**config.mk**
```make
export PLATFORM = sky130hd
export DESIGN_NAME = rational_accumulator_gcd_reduce_flat
export DESIGN_NICKNAME = d
export VERILOG_FILES = /design/src/hdl/rag_pkg.sv /design/src/hdl/rag_req_if.sv /design/src/hdl/rag_rsp_if.sv /design/src/hdl/rag_ctrl.sv /design/src/hdl/rag_dpath.sv /design/src/hdl/rational_accumulator_gcd_reduce.sv /design/src/flat_wrapper.sv
export SDC_FILE = /design/constraint.sdc
export NUM_CORES = 2
export LEC_CHECK = 0
export ABC_AREA = 1
export BUFFER_PORTS_ARGS = -buffer_cell sky130_fd_sc_hd__buf_4
export CAP_MARGIN = 20
export CORE_MARGIN = 1.5
export CORE_UTILIZATION = 40
export CTS_CLUSTER_SIZE = 14
export DETAILED_ROUTE_END_ITERATION = 7
export GPL_TIMING_DRIVEN = 0
export SLEW_MARGIN = 20
export SYNTH_ARGS = -nofsm -noshare
export SYNTH_HDL_FRONTEND = slang
export SYNTH_HIERARCHICAL = 1
export SYNTH_SLANG_ARGS = --single-unit
```
**constraint.sdc**
```tcl
create_clock -name clock -period 10.4 [get_ports clock]
set_input_delay 2.08 -clock clock [delete_from_list [all_inputs] [get_ports clock]]
set_output_delay 2.08 -clock clock [all_outputs]
set_load 0.05 [all_outputs]
```
**src/hdl/rag_pkg.sv**
```systemverilog
`default_nettype none

package rag_pkg;

   // field widths fixed by the channel formats
   localparam int OPCODE_BITS  = 3;
   localparam int OPERAND_BITS = 32;
   localparam int NUM_OUT_BITS = 32;
   localparam int DEN_OUT_BITS = 31;
   localparam int CMP_BITS     = 2;
   localparam int ERR_BITS     = 2;

   // shift-add multiplier walks one operand bit per cycle
   localparam int MUL_STEPS = OPERAND_BITS;
   localparam int MCW       = $clog2(MUL_STEPS);

   typedef enum logic [OPCODE_BITS-1:0] {
      OP_LOAD,
      OP_ADD,
      OP_SUB,
      OP_MUL,
      OP_DIV,
      OP_CMP
   } opcode_type;

   typedef enum logic [CMP_BITS-1:0] {
      CMP_LESS,
      CMP_GREATER,
      CMP_EQUAL,
      CMP_NONE
   } cmp_type;

   typedef enum logic [ERR_BITS-1:0] {
      ERR_OK,
      ERR_ZERO,
      ERR_OVERFLOW
   } err_type;

   typedef enum logic [2:0] {
      ST_IDLE,
      ST_MUL,
      ST_EVAL,
      ST_GCD,
      ST_DIV,
      ST_FIN,
      ST_RESULT
   } ctrl_state_type;

   typedef struct packed {
      logic start;
      logic mul_step;
      logic eval;
      logic gcd_step;
      logic div_start;
      logic div_step;
      logic fin;
      logic emit;
   } ctrl_cmd_type;

   typedef struct packed {
      logic mul_done;
      logic need_reduce;
      logic gcd_done;
      logic div_done;
      logic out_free;
   } dp_status_type;

endpackage

`default_nettype wire

```
**src/hdl/rag_req_if.sv**
```systemverilog
`default_nettype none

interface rag_req_if import rag_pkg::*; ();
   logic                           valid;
   logic                           ready;
   logic [OPCODE_BITS-1:0]         opcode;
   logic signed [OPERAND_BITS-1:0] operand;
   logic signed [OPERAND_BITS-1:0] load_denominator;

   modport source (output valid, output opcode, output operand, output load_denominator,
                   input ready);
   modport sink (input valid, input opcode, input operand, input load_denominator,
                 output ready);
endinterface

`default_nettype wire

```
**src/hdl/rag_rsp_if.sv**
```systemverilog
`default_nettype none

interface rag_rsp_if import rag_pkg::*; ();
   logic                           valid;
   logic                           ready;
   logic signed [NUM_OUT_BITS-1:0] numerator_out;
   logic [DEN_OUT_BITS-1:0]        denominator_out;
   logic [CMP_BITS-1:0]            compare_result;
   logic [ERR_BITS-1:0]            error_code;

   modport source (output valid, output numerator_out, output denominator_out,
                   output compare_result, output error_code, input ready);
   modport sink (input valid, input numerator_out, input denominator_out,
                 input compare_result, input error_code, output ready);
endinterface

`default_nettype wire

```
**src/hdl/rag_ctrl.sv**
```systemverilog
`default_nettype none

module rag_ctrl import rag_pkg::*; (
   input  logic          clock,
   input  logic          reset,
   input  logic          req_valid,
   output logic          req_ready,
   input  dp_status_type status,
   output ctrl_cmd_type  cmd
);

   ctrl_state_type state_ff;
   ctrl_state_type state_in;

   always_ff @(posedge clock) begin
      if (reset) begin
         state_ff <= ST_IDLE;
      end else begin
         state_ff <= state_in;
      end
   end

   always_comb begin
      state_in  = state_ff;
      cmd       = '0;
      req_ready = 1'b0;
      unique case (state_ff)
         ST_IDLE: begin
            req_ready = 1'b1;
            if (req_valid) begin
               cmd.start = 1'b1;
               state_in  = ST_MUL;
            end
         end
         ST_MUL: begin
            cmd.mul_step = 1'b1;
            if (status.mul_done) begin
               state_in = ST_EVAL;
            end
         end
         ST_EVAL: begin
            cmd.eval = 1'b1;
            state_in = status.need_reduce ? ST_GCD : ST_RESULT;
         end
         ST_GCD: begin
            if (status.gcd_done) begin
               cmd.div_start = 1'b1;
               state_in      = ST_DIV;
            end else begin
               cmd.gcd_step = 1'b1;
            end
         end
         ST_DIV: begin
            cmd.div_step = 1'b1;
            if (status.div_done) begin
               state_in = ST_FIN;
            end
         end
         ST_FIN: begin
            cmd.fin  = 1'b1;
            state_in = ST_RESULT;
         end
         ST_RESULT: begin
            if (status.out_free) begin
               cmd.emit = 1'b1;
               state_in = ST_IDLE;
            end
         end
         default: begin
            state_in = ST_IDLE;
         end
      endcase
   end

endmodule

`default_nettype wire

```
**src/hdl/rag_dpath.sv**
```systemverilog
`default_nettype none

module rag_dpath import rag_pkg::*; #(
   parameter int WORD_BITS = 32
) (
   input  logic                     clock,
   input  logic                     reset,
   input  ctrl_cmd_type             cmd,
   output dp_status_type            status,
   input  logic [OPCODE_BITS-1:0]   req_opcode,
   input  logic [OPERAND_BITS-1:0]  req_operand,
   input  logic [OPERAND_BITS-1:0]  req_load_denominator,
   input  logic                     rsp_ready,
   output logic                     rsp_valid,
   output logic [NUM_OUT_BITS-1:0]  rsp_numerator_out,
   output logic [DEN_OUT_BITS-1:0]  rsp_denominator_out,
   output logic [CMP_BITS-1:0]      rsp_compare_result,
   output logic [ERR_BITS-1:0]      rsp_error_code
);

   localparam int GW  = (WORD_BITS > OPERAND_BITS) ? WORD_BITS : OPERAND_BITS;
   localparam int PW  = GW + OPERAND_BITS;
   localparam int EW  = PW + 2;
   localparam int KW  = $clog2(GW);
   localparam int DCW = $clog2(GW);

   localparam logic [PW-1:0]        P_LIM_NEG = PW'(1) << (WORD_BITS - 1);
   localparam logic [PW-1:0]        P_LIM_POS = P_LIM_NEG - PW'(1);
   localparam logic [GW-1:0]        G_LIM_NEG = GW'(1) << (WORD_BITS - 1);
   localparam logic [GW-1:0]        G_LIM_POS = G_LIM_NEG - GW'(1);
   localparam logic signed [EW-1:0] S_MAX     = EW'(P_LIM_POS);
   localparam logic signed [EW-1:0] S_MIN     = -S_MAX - EW'(1);

   // fraction state
   logic [WORD_BITS-1:0]    num_ff;
   logic [WORD_BITS-1:0]    den_ff;

   // item registers
   logic [OPCODE_BITS-1:0]  op_ff;
   logic [OPERAND_BITS-1:0] x_ff;
   logic [OPERAND_BITS-1:0] y_ff;

   // multiplier
   logic [PW-1:0]           mcand_ff;
   logic [OPERAND_BITS-1:0] mplier_ff;
   logic [PW-1:0]           prod_ff;
   logic [MCW-1:0]          mcnt_ff;

   // gcd and divide
   logic [GW-1:0]           u_ff;
   logic [GW-1:0]           v_ff;
   logic [KW-1:0]           k_ff;
   logic [GW-1:0]           nm_ff;
   logic [GW-1:0]           dm_ff;
   logic                    neg_ff;
   logic [GW-1:0]           dvs_ff;
   logic [GW-1:0]           qn_ff;
   logic [GW-1:0]           qd_ff;
   logic [GW-1:0]           rn_ff;
   logic [GW-1:0]           rd_ff;
   logic [DCW-1:0]          dcnt_ff;

   // result and output
   cmp_type                 res_cmp_ff;
   err_type                 res_err_ff;
   logic                    rsp_valid_ff;
   logic [NUM_OUT_BITS-1:0] out_num_ff;
   logic [DEN_OUT_BITS-1:0] out_den_ff;
   cmp_type                 out_cmp_ff;
   err_type                 out_err_ff;

   // combinational
   logic [OPERAND_BITS-1:0] req_x_mag;
   logic [OPERAND_BITS-1:0] x_mag;
   logic [OPERAND_BITS-1:0] y_mag;
   logic [WORD_BITS-1:0]    a_mag;
   logic                    x_neg;
   logic                    y_neg;
   logic                    a_neg;
   logic                    uses_mul;
   logic [EW-1:0]           p_wide;
   logic signed [EW-1:0]    p_s;
   logic signed [EW-1:0]    a_s;
   logic signed [EW-1:0]    sum_s;
   logic signed [EW-1:0]    dif_s;
   logic                    p_ok;
   logic                    sum_ok;
   logic                    dif_ok;
   err_type                 ev_err;
   cmp_type                 ev_cmp;
   logic                    ev_reduce;
   logic                    ev_write;
   logic [WORD_BITS-1:0]    ev_num;
   logic [GW-1:0]           rd_nm;
   logic [GW-1:0]           rd_dm;
   logic                    rd_neg;
   logic [GW:0]             rn_sh;
   logic [GW:0]             rd_sh;
   logic                    rn_ge;
   logic                    rd_ge;
   logic [GW:0]             dvs_wide;
   logic                    fin_err;
   logic [WORD_BITS-1:0]    fin_num;
   logic [GW:0]             num_wide;
   logic [GW-1:0]           den_wide;

   assign req_x_mag = req_operand[OPERAND_BITS-1] ? ('0 - req_operand) : req_operand;
   assign x_neg     = x_ff[OPERAND_BITS-1];
   assign y_neg     = y_ff[OPERAND_BITS-1];
   assign a_neg     = num_ff[WORD_BITS-1];
   assign x_mag     = x_neg ? ('0 - x_ff) : x_ff;
   assign y_mag     = y_neg ? ('0 - y_ff) : y_ff;
   assign a_mag     = a_neg ? ('0 - num_ff) : num_ff;
   assign uses_mul  = (op_ff != OP_LOAD) && (op_ff <= OP_CMP);

   // signed product operand * denominator (add, subtract, compare) and its sums with the numerator
   always_comb begin
      p_wide = {2'b00, prod_ff};
      p_s    = x_neg ? (EW'(0) - p_wide) : p_wide;
      a_s    = EW'(signed'(num_ff));
      sum_s  = a_s + p_s;
      dif_s  = a_s - p_s;
      p_ok   = x_neg ? (prod_ff <= P_LIM_NEG) : (prod_ff <= P_LIM_POS);
      sum_ok = (sum_s >= S_MIN) && (sum_s <= S_MAX);
      dif_ok = (dif_s >= S_MIN) && (dif_s <= S_MAX);
   end

   always_comb begin
      ev_err    = ERR_OK;
      ev_cmp    = CMP_NONE;
      ev_reduce = 1'b0;
      ev_write  = 1'b0;
      ev_num    = sum_s[WORD_BITS-1:0];
      rd_nm     = GW'(x_mag);
      rd_dm     = GW'(y_mag);
      rd_neg    = x_neg ^ y_neg;
      case (op_ff)
         OP_LOAD: begin
            if (y_ff == '0) begin
               ev_err = ERR_ZERO;
            end else begin
               ev_reduce = 1'b1;
            end
         end
         OP_ADD: begin
            if (!p_ok || !sum_ok) begin
               ev_err = ERR_OVERFLOW;
            end else begin
               ev_write = 1'b1;
            end
         end
         OP_SUB: begin
            ev_num = dif_s[WORD_BITS-1:0];
            if (!p_ok || !dif_ok) begin
               ev_err = ERR_OVERFLOW;
            end else begin
               ev_write = 1'b1;
            end
         end
         OP_MUL: begin
            rd_nm  = prod_ff[GW-1:0];
            rd_dm  = GW'(den_ff);
            rd_neg = a_neg ^ x_neg;
            if (prod_ff > P_LIM_NEG) begin
               ev_err = ERR_OVERFLOW;
            end else begin
               ev_reduce = 1'b1;
            end
         end
         OP_DIV: begin
            rd_nm  = GW'(a_mag);
            rd_dm  = prod_ff[GW-1:0];
            rd_neg = a_neg ^ x_neg;
            if (x_ff == '0) begin
               ev_err = ERR_ZERO;
            end else if (prod_ff > P_LIM_NEG) begin
               ev_err = ERR_OVERFLOW;
            end else begin
               ev_reduce = 1'b1;
            end
         end
         OP_CMP: begin
            // denominator is positive, so a/b vs x is a vs x*b
            if (a_s < p_s) begin
               ev_cmp = CMP_LESS;
            end else if (a_s > p_s) begin
               ev_cmp = CMP_GREATER;
            end else begin
               ev_cmp = CMP_EQUAL;
            end
         end
         default: begin
         end
      endcase
   end

   // restoring divide step, same divisor for both quotients
   always_comb begin
      dvs_wide = {1'b0, dvs_ff};
      rn_sh    = {rn_ff, qn_ff[GW-1]};
      rd_sh    = {rd_ff, qd_ff[GW-1]};
      rn_ge    = rn_sh >= dvs_wide;
      rd_ge    = rd_sh >= dvs_wide;
   end

   assign fin_err = (qd_ff > G_LIM_POS) || (qn_ff > (neg_ff ? G_LIM_NEG : G_LIM_POS));
   assign fin_num = neg_ff ? ('0 - qn_ff[WORD_BITS-1:0]) : qn_ff[WORD_BITS-1:0];

   assign num_wide = (GW + 1)'(signed'(num_ff));
   assign den_wide = GW'(den_ff);

   assign status.mul_done    = (mcnt_ff == MCW'(MUL_STEPS - 1)) || !uses_mul;
   assign status.need_reduce = ev_reduce;
   assign status.gcd_done    = (u_ff == '0);
   assign status.div_done    = (dcnt_ff == DCW'(GW - 1));
   assign status.out_free    = !rsp_valid_ff || rsp_ready;

   // fraction state and output valid
   always_ff @(posedge clock) begin
      if (reset) begin
         num_ff       <= '0;
         den_ff       <= WORD_BITS'(1);
         rsp_valid_ff <= 1'b0;
      end else begin
         if (cmd.eval && ev_write) begin
            num_ff <= ev_num;
         end
         if (cmd.fin && !fin_err) begin
            num_ff <= fin_num;
            den_ff <= qd_ff[WORD_BITS-1:0];
         end
         if (cmd.emit) begin
            rsp_valid_ff <= 1'b1;
         end else if (rsp_ready) begin
            rsp_valid_ff <= 1'b0;
         end
      end
   end

   // payload registers
   always_ff @(posedge clock) begin
      if (cmd.start) begin
         op_ff     <= req_opcode;
         x_ff      <= req_operand;
         y_ff      <= req_load_denominator;
         mcand_ff  <= (req_opcode == OP_MUL) ? PW'(a_mag) : PW'(den_ff);
         mplier_ff <= req_x_mag;
         prod_ff   <= '0;
         mcnt_ff   <= '0;
      end else if (cmd.mul_step) begin
         if (mplier_ff[0]) begin
            prod_ff <= prod_ff + mcand_ff;
         end
         mcand_ff  <= mcand_ff << 1;
         mplier_ff <= mplier_ff >> 1;
         mcnt_ff   <= mcnt_ff + MCW'(1);
      end

      if (cmd.eval) begin
         res_err_ff <= ev_err;
         res_cmp_ff <= ev_cmp;
         u_ff       <= rd_nm;
         v_ff       <= rd_dm;
         k_ff       <= '0;
         nm_ff      <= rd_nm;
         dm_ff      <= rd_dm;
         neg_ff     <= rd_neg;
      end else if (cmd.gcd_step) begin
         // binary gcd: strip common twos, then odd parts by shift and subtract
         if (!u_ff[0] && !v_ff[0]) begin
            u_ff <= u_ff >> 1;
            v_ff <= v_ff >> 1;
            k_ff <= k_ff + KW'(1);
         end else if (!u_ff[0]) begin
            u_ff <= u_ff >> 1;
         end else if (!v_ff[0]) begin
            v_ff <= v_ff >> 1;
         end else if (u_ff >= v_ff) begin
            u_ff <= u_ff - v_ff;
         end else begin
            v_ff <= v_ff - u_ff;
         end
      end

      if (cmd.div_start) begin
         dvs_ff  <= v_ff << k_ff;
         qn_ff   <= nm_ff;
         qd_ff   <= dm_ff;
         rn_ff   <= '0;
         rd_ff   <= '0;
         dcnt_ff <= '0;
      end else if (cmd.div_step) begin
         rn_ff   <= rn_ge ? GW'(rn_sh - dvs_wide) : rn_sh[GW-1:0];
         rd_ff   <= rd_ge ? GW'(rd_sh - dvs_wide) : rd_sh[GW-1:0];
         qn_ff   <= {qn_ff[GW-2:0], rn_ge};
         qd_ff   <= {qd_ff[GW-2:0], rd_ge};
         dcnt_ff <= dcnt_ff + DCW'(1);
      end

      if (cmd.fin) begin
         res_err_ff <= fin_err ? ERR_OVERFLOW : ERR_OK;
         res_cmp_ff <= CMP_NONE;
      end

      // the result always shows the fraction as it now stands
      if (cmd.emit) begin
         out_num_ff <= num_wide[NUM_OUT_BITS-1:0];
         out_den_ff <= den_wide[DEN_OUT_BITS-1:0];
         out_cmp_ff <= res_cmp_ff;
         out_err_ff <= res_err_ff;
      end
   end

   assign rsp_valid           = rsp_valid_ff;
   assign rsp_numerator_out   = out_num_ff;
   assign rsp_denominator_out = out_den_ff;
   assign rsp_compare_result  = out_cmp_ff;
   assign rsp_error_code      = out_err_ff;

endmodule

`default_nettype wire

```
**src/hdl/rational_accumulator_gcd_reduce.sv**
```systemverilog
`default_nettype none

// Rational accumulator: holds one fraction in lowest terms, signed numerator over a
// positive denominator, both WORD_BITS wide (reset 0/1). Each request beat carries an
// opcode (load, add, subtract, multiply, divide, compare) and 32-bit operands; each
// request produces exactly one response beat showing the fraction after the step,
// a compare code and an error code (zero divisor or denominator, or overflow; on
// error the fraction is left as it was). One request is worked at a time. Steps:
// accept, the shift-add multiplier (which does no work for load and unused opcodes),
// evaluate and post the response; add, subtract and compare end there, as do unused
// opcodes and any request that hits an error at evaluate.
// Load, multiply and divide then reduce the fraction: a binary gcd doing one shift
// or subtract per cycle, a restoring divider producing both reduced terms at one bit
// per cycle and a commit step. A response stall holds the finished request in the
// post state until the output register is free.
// The response sits in an output register, so the next request is taken while a
// finished beat waits.

module rational_accumulator_gcd_reduce import rag_pkg::*; #(
   parameter int WORD_BITS = 32
) (
   input  logic      clock,
   input  logic      reset,
   rag_req_if.sink   req_if,
   rag_rsp_if.source rsp_if
);

   // command and status between sequencer and datapath
   ctrl_cmd_type  cmd;
   dp_status_type status;

   // sequencer: accept, multiply, evaluate, gcd, divide, finish, post result
   rag_ctrl u_ctrl (
      .clock     (clock),
      .reset     (reset),
      .req_valid (req_if.valid),
      .req_ready (req_if.ready),
      .status    (status),
      .cmd       (cmd)
   );

   // datapath: fraction state, multiplier, gcd, divider and output register
   rag_dpath #(
      .WORD_BITS (WORD_BITS)
   ) u_dpath (
      .clock                (clock),
      .reset                (reset),
      .cmd                  (cmd),
      .status               (status),
      .req_opcode           (req_if.opcode),
      .req_operand          (req_if.operand),
      .req_load_denominator (req_if.load_denominator),
      .rsp_ready            (rsp_if.ready),
      .rsp_valid            (rsp_if.valid),
      .rsp_numerator_out    (rsp_if.numerator_out),
      .rsp_denominator_out  (rsp_if.denominator_out),
      .rsp_compare_result   (rsp_if.compare_result),
      .rsp_error_code       (rsp_if.error_code)
   );

endmodule

`default_nettype wire

```
**src/flat_wrapper.sv**
```systemverilog
// flat-port wrapper written by rule: the top's interface ports become plain ports
module rational_accumulator_gcd_reduce_flat import rag_pkg::*;
#(
   parameter int WORD_BITS = 32
)
  (clock, reset, req_if_valid, req_if_opcode, req_if_operand, req_if_load_denominator, req_if_ready, rsp_if_valid, rsp_if_numerator_out, rsp_if_denominator_out, rsp_if_compare_result, rsp_if_error_code, rsp_if_ready);
  rag_req_if req_if_i ();
  rag_rsp_if rsp_if_i ();
  input  logic clock;
  input  logic reset;
  input wire logic [$bits(req_if_i.valid)-1:0] req_if_valid;
  input wire logic [$bits(req_if_i.opcode)-1:0] req_if_opcode;
  input wire logic [$bits(req_if_i.operand)-1:0] req_if_operand;
  input wire logic [$bits(req_if_i.load_denominator)-1:0] req_if_load_denominator;
  output wire logic [$bits(req_if_i.ready)-1:0] req_if_ready;
  output wire logic [$bits(rsp_if_i.valid)-1:0] rsp_if_valid;
  output wire logic [$bits(rsp_if_i.numerator_out)-1:0] rsp_if_numerator_out;
  output wire logic [$bits(rsp_if_i.denominator_out)-1:0] rsp_if_denominator_out;
  output wire logic [$bits(rsp_if_i.compare_result)-1:0] rsp_if_compare_result;
  output wire logic [$bits(rsp_if_i.error_code)-1:0] rsp_if_error_code;
  input wire logic [$bits(rsp_if_i.ready)-1:0] rsp_if_ready;
  assign req_if_i.valid = req_if_valid;
  assign req_if_i.opcode = req_if_opcode;
  assign req_if_i.operand = req_if_operand;
  assign req_if_i.load_denominator = req_if_load_denominator;
  assign req_if_ready = req_if_i.ready;
  assign rsp_if_valid = rsp_if_i.valid;
  assign rsp_if_numerator_out = rsp_if_i.numerator_out;
  assign rsp_if_denominator_out = rsp_if_i.denominator_out;
  assign rsp_if_compare_result = rsp_if_i.compare_result;
  assign rsp_if_error_code = rsp_if_i.error_code;
  assign rsp_if_i.ready = rsp_if_ready;
  rational_accumulator_gcd_reduce #(.WORD_BITS(WORD_BITS)) u_core (.clock(clock), .reset(reset), .req_if(req_if_i), .rsp_if(rsp_if_i));
endmodule
```
# ---- After elaboration in Yosys (flattened, before gate mapping)
# Index checks and enable logic that the tools add are counted.
dict set report word_totals {
  output_inout_bits 69
  regBits 670
}
dict set report op_classes {
  reduce_logical 39
  eq_ne 22
  n_shift 1
  n_mux 77
  n_addsub 16
  magnitude_cmp 15
  bitwise 2
}
# cell n
set op_table {}
lappend op_table {{$mux 32} 30}
lappend op_table {{$sub 1x32->32 const A} 5}
lappend op_table {{$ge 66x32->1 const B} 2}
lappend op_table {{$le 66x32->1 const B} 2}
lappend op_table {{$mux 64} 2}
lappend op_table {{$pmux 32 s2} 2}
lappend op_table {{$sub 32x32->32} 4}
lappend op_table {{$logic_not 32->1} 3}
lappend op_table {{$add 32x66->66} 1}
lappend op_table {{$ge 33x32->1} 2}
lappend op_table {{$gt 32x66->1} 1}
lappend op_table {{$lt 32x66->1} 1}
lappend op_table {{$mux 66} 1}
lappend op_table {{$sub 32x66->66} 1}
lappend op_table {{$sub 1x64->65 const A} 1}
lappend op_table {{$add 64x64->64} 1}
lappend op_table {{$gt 64x32->1 const B} 1}
lappend op_table {{$le 64x31->1 const B} 1}
lappend op_table {{$le 64x32->1 const B} 1}
lappend op_table {{$ge 32x32->1} 1}
lappend op_table {{$gt 32x31->1 const B} 1}
lappend op_table {{$gt 32x32->1} 1}
lappend op_table {{$shl 32x5->32} 1}
lappend op_table {{$mux 2} 11}
lappend op_table {{other kinds (27)} 95}

# ---- Longest topological paths before layout
dict set report logic_depth {
  word_depth 12
  depth_mapped 46
  mapped_depth_nobuf 44
}

# ---- By module
# Netlist, hierarchy kept.
# mod cells_per_inst area_per_inst_um2 n_inst seq_area_each_um2
set by_module_without_submodules {}
lappend by_module_without_submodules {rag_dpath 8353 56989.7 1 17927.2}
lappend by_module_without_submodules {rag_ctrl 54 299.0 1 60.1}

# ---- Least setup slack after synthesis
# No wires, ideal clock.
dict set report synth_timing {
  path_kind {input port to flip-flop}
  startpoint {in req_if_valid}
  endpoint {reg u_core.u_dpath.mcand_ff[0] (enable)}
  path_buffers 3
  arrival_time_ps 9588
  path_slack_ps 354
  required_ps 9942
  path_stages 7
  path_cell_list {inv_1 > nor3_1 > clkbuf_1 > inv_2 > clkbuf_1 > clkbuf_1 > nand2_1}
}
# item line
set synth_lines {}
lappend synth_lines {{from (decl)} flat_wrapper.sv:11} ;# input wire logic [$bits(req_if_i.valid)-1:0] req_if_valid;
lappend synth_lines {{to (signal assigned)} rag_dpath.sv:246} ;# mcand_ff <= (req_opcode == OP_MUL) ? PW'(a_mag) : PW'(den_ff);
lappend synth_lines {{to (signal assigned)} rag_dpath.sv:254} ;# mcand_ff <= mcand_ff << 1;
lappend synth_lines {{to (decl)} rag_dpath.sv:44} ;# logic [PW-1:0] mcand_ff;

# ---- Worst setup path in the final report
dict set report layout_timing {
  startpoint {reg u_core.u_dpath.prod_ff[1]}
  endpoint {reg u_core.u_dpath.num_ff[24]}
}
dict set report layout_via {
  elab_chain_len 11
  word_cells_on_any_way 26
  classes_between {3 x add/sub; 6 x order compare; 8 x mux; 9 x reduce/logical}
}
# item line
set layout_rtl {}
lappend layout_rtl {{from (decl)} rag_dpath.sv:46} ;# logic [PW-1:0] prod_ff;
lappend layout_rtl {{from (signal assigned)} rag_dpath.sv:252} ;# prod_ff <= prod_ff + mcand_ff;
lappend layout_rtl {{$sub 1x64->65} rag_dpath.sv:119} ;# p_s = x_neg ? (EW'(0) - p_wide) : p_wide;
lappend layout_rtl {{$mux 66} rag_dpath.sv:119}
lappend layout_rtl {{$sub 32x66->66 or $add 32x66->66 (tied branches)} {rag_dpath.sv:122, rag_dpath.sv:121}}
lappend layout_rtl {{$ge 66x32->1 (tied with other cells)} rag_dpath.sv:125} ;# dif_ok = (dif_s >= S_MIN) && (dif_s <= S_MAX);
lappend layout_rtl {{$logic_and 1x1->1 (on tied branches)} {rag_dpath.sv:125, rag_dpath.sv:124}}
lappend layout_rtl {{$logic_not 1->1 (on tied branches)} {rag_dpath.sv:154, rag_dpath.sv:146}}
lappend layout_rtl {{$logic_or 1x1->1 (on tied branches)} {rag_dpath.sv:154, rag_dpath.sv:146}}
lappend layout_rtl {{$mux 1 (on tied branches)} {rag_dpath.sv:154, rag_dpath.sv:146}}
lappend layout_rtl {{$pmux 1 s2} rag_dpath.sv:137} ;# case (op_ff)
lappend layout_rtl {{$logic_and 1x1->1} rag_dpath.sv:225} ;# if (cmd.eval && ev_write) begin
lappend layout_rtl {{$reduce_bool 2->1 (no line)} -}
lappend layout_rtl {{to (signal assigned)} rag_dpath.sv:226} ;# num_ff <= ev_num;
lappend layout_rtl {{to (signal assigned)} rag_dpath.sv:229} ;# num_ff <= fin_num;
lappend layout_rtl {{to (decl)} rag_dpath.sv:35} ;# logic [WORD_BITS-1:0] num_ff;
# Parallel ways exist; a longest one is shown, timed or not. The select of a mux whose other input is x is not followed.
# A chain may end at the register's enable or synchronous reset.

==> flow_summary.toml <==
[outcome]
outcome = "finished, final reports clean"

[min_path]
hp-class = "register to register"
min_path_cells = 0

[clock_tree]
tritoncts = "done"
clockBufferDepth = 3
postCtsHoldBufs = 0
cts_setup_buffers = 0
cts_resized = 0
cts.htree.levels = 3
cts_root_buf = "clkbuf_16"
clk_pin_slew_worst_paths_ps = 60
cts_sinks = 670
clock_latency_ps = 740
cts_buffers = 80

[floorplan]
start_util_pct = 40.41
io_pins = 140
die-height_um = 381.4
dieArea_sq_mm = 0.1455
die_w_um = 381.4
rows = 138
core_area_sq_mm = 0.1418

[drt]
drtAntennaViolNets = 0
drt_iter0_drc = 6966
vias = 60320
drt_wl_total_um = 261000
via_per_inst = 5.680
wire_per_inst_um = 24.57
drc = 0
drt_pass1_iterations = 6

[synth]
yosysUniqueCellTypes = 73
synthArstFlopShare_pct = 0
ys.flop_type = "edfxtp_1"
synth_area_sq_mm = 0.05729
synth_edf_count = 457
synth_top_area_share_pct = 23.95
synth_nets = 8865
syn_avg_cell_area_sq_um = 6.814
synth_seq_area_share_pct = 31.40
synth_area_leader_cell = "edfxtp_1"
ys_warn_count = 6
synth_seq_cells = 670
yosys-top-cells-area = "edfxtp_1, nand2_1, ha_1, inv_1, dfxtp_1"
netlist_instances = 8407

[setup_path]
cp_common_cell = "nand2_1"
critPathLaunchType = "register"
crit_type = "register to register"
crit_fanout = 10
cp_slowest_stage_delay_ps = 550
end_kind = "register"
cp.required_ps = 11000
cpMaxStageDelayCell = "xor2_1"
reg2reg_depth = 43
critPathArrivalTime_ps = 8690

[timing]
max_freq_mhz = 123.6
final_max_slew_viol_count = 0
min_period_over_period_pct = 77.78
relSlewSlack_pct = 21.61
rsz0062_at_grt = "false"
min_period_ps = 8089
hold_violations = 0
finClkSkew_ps = 91.23
tightest_slew_ps = 1164
setup_viol = 0
whs_ps = 414.1

[grt]
grt_util_all_layers_pct = 34.74
antenna_found_initial = 8
overflow = 0
grt_max_degree = 56
grt_pass1_vias = 56160
grt_pass1_wl_um = 373000

[placement]
placed_cells_incl_taps = 10470
hpwl_um = 218000
portBuffers = 139
gp_congestion = 1.044

[final_layout]
fin_nets = 9120
drive_above_1_share_pct = 5.098
fin_cells = 10620
synthToLayoutAreaGrowth_pct = 11.49
reg.largest.list = "u_core/u_dpath/mcand_ff: 64 flops, u_core/u_dpath/prod_ff: 64 flops"

[power_and_ir_drop]
p_per_area_mw_per_mm2 = 289.9
ir_drop_v = 0.0001677
p_leak_uw = 0.02934

[job]
cap_violations = 0
layout by cell type, fill, tap and decap left out, drive strengths merged, types with 17 or more instances in the layout:
master	instances
nand2	1980
inv	1268
nor2	950
o21ai	751
a21oi	706
edfxtp	457
ha	380
nand3	319
clkbuf	310
xor2	246
buf	233
dfxtp	213
nor3	136
nand4	99
xnor2	99
o221ai	81
nor4	52
o21bai	47
a31oi	46
o211ai	43
clkinv	37
o21a	30
o22ai	27
or2	25
mux2i	24
a22oi	22
a21o	21
a32o	17
critical path, delay by kind of cell (launching register included):
kind	cells	cell delay (ps)
fa+ha+maj	2	550
flops	1	370
simple gates	30	4710
xor+xnor	1	550
buf+inv	8	1260
compound gates	2	480
layout make-up:
cell class	instances	area, sq um
Antenna cell	1	2.502
Buffer	266	1246
Clock buffer	104	2163
Clock inverter	45	550.5
Fill cell	14880	77880
Inverter	1272	4777
Multi-Input combinational cell	6199	33350
Sequential cell	670	17990
Tap cell	1890	2365
Timing Repair Buffer	173	1429
layer usage:
layer	track usage [%]	vias up	share of wire [%]
met2	52.22	2869	42
met4	13.02	4	4.3
li1	-	28330	-
met1	49.80	28710	45
met3	5.412	410	9.0
met5	0	-	0.0080
power by group:
group	internal (uW)	switching, uW
registers	3900	679
logic	3180	7820
clock network	1650	1300
total	8720	9790
Yosys cell counts (all sizes together) (2+ instances only):
| library cell | n |
|---|---|
| a21o | 21 |
| edfxtp | 457 |
| o22a | 3 |
| clkbuf | 206 |
| and2 | 5 |
| o21a | 30 |
| nor2 | 950 |
| a21oi | 706 |
| a32o | 17 |
| a41oi | 4 |
| a31o | 2 |
| a221o | 5 |
| o21ai | 751 |
| o2111ai | 6 |
| o21bai | 47 |
| nand4 | 99 |
| a21boi | 15 |
| o31ai | 13 |
| buf | 60 |
| or3b | 2 |
| mux2i | 24 |
| a211oi | 2 |
| o221ai | 81 |
| xnor2 | 99 |
| clkinv | 8 |
| nand3 | 319 |
| nand3b | 11 |
| o22ai | 27 |
| nor4 | 52 |
| xor2 | 246 |
| a22oi | 22 |
| nand2 | 1980 |
| fa | 7 |
| a2111oi | 2 |
| dfxtp | 213 |
| nand2b | 2 |
| ha | 380 |
| a31oi | 46 |
| a221oi | 8 |
| o211ai | 43 |
| nor3 | 136 |
| inv | 1264 |
| nor3b | 4 |
| or2 | 25 |
stage by stage:
step	util, %	TNS (ps)	cell area [sq um]	power, uW	setup slack [ps]
3_3_place_gp	42.82	-858240	60700	15110	-5114
5_1_grt	45.06	0	63870	19620	1634
6_report	45.06	0	63870	18520	2311
2_1_floorplan	-	0	57290	11320	353.9
3_5_place_dp	43.14	0	61160	15180	2463
4_1_cts	45.06	0	63870	18180	2423
final timing paths:
kind | start | slack (ps) | end
setup / recovery | u_core/u_dpath/prod_ff[1]$_SDFFE_PP0P_ | 2310 | u_core/u_dpath/num_ff[24]$_SDFFE_PP0P_
hold / removal | u_core/u_dpath/res_err_ff[0]$_SDFFCE_PP0P_ | 410 | u_core/u_dpath/rsp_error_code[0]$_DFFE_PP_
setup reg to reg | u_core/u_dpath/prod_ff[1]$_SDFFE_PP0P_ | 2310 | u_core/u_dpath/num_ff[24]$_SDFFE_PP0P_
hold reg to reg | u_core/u_dpath/res_err_ff[0]$_SDFFCE_PP0P_ | 410 | u_core/u_dpath/rsp_error_code[0]$_DFFE_PP_
logic make-up (layout without fill, tap and decap cells):
kind of cell    Yosys count  in the layout  share of synthesized area [%]
simple gates           3586           3586                          25.68
compound gates         1857           1857                          18.18
buf+inv                1538           1860                          10.50
flops                   670            670                          31.40
fa+ha+maj               387            387                          8.544
xor+xnor                345            345                          5.274
mux                      24             24                         0.4193
other cells               0              1                              0
Note: power is estimated with default switching activity, not from simulation.
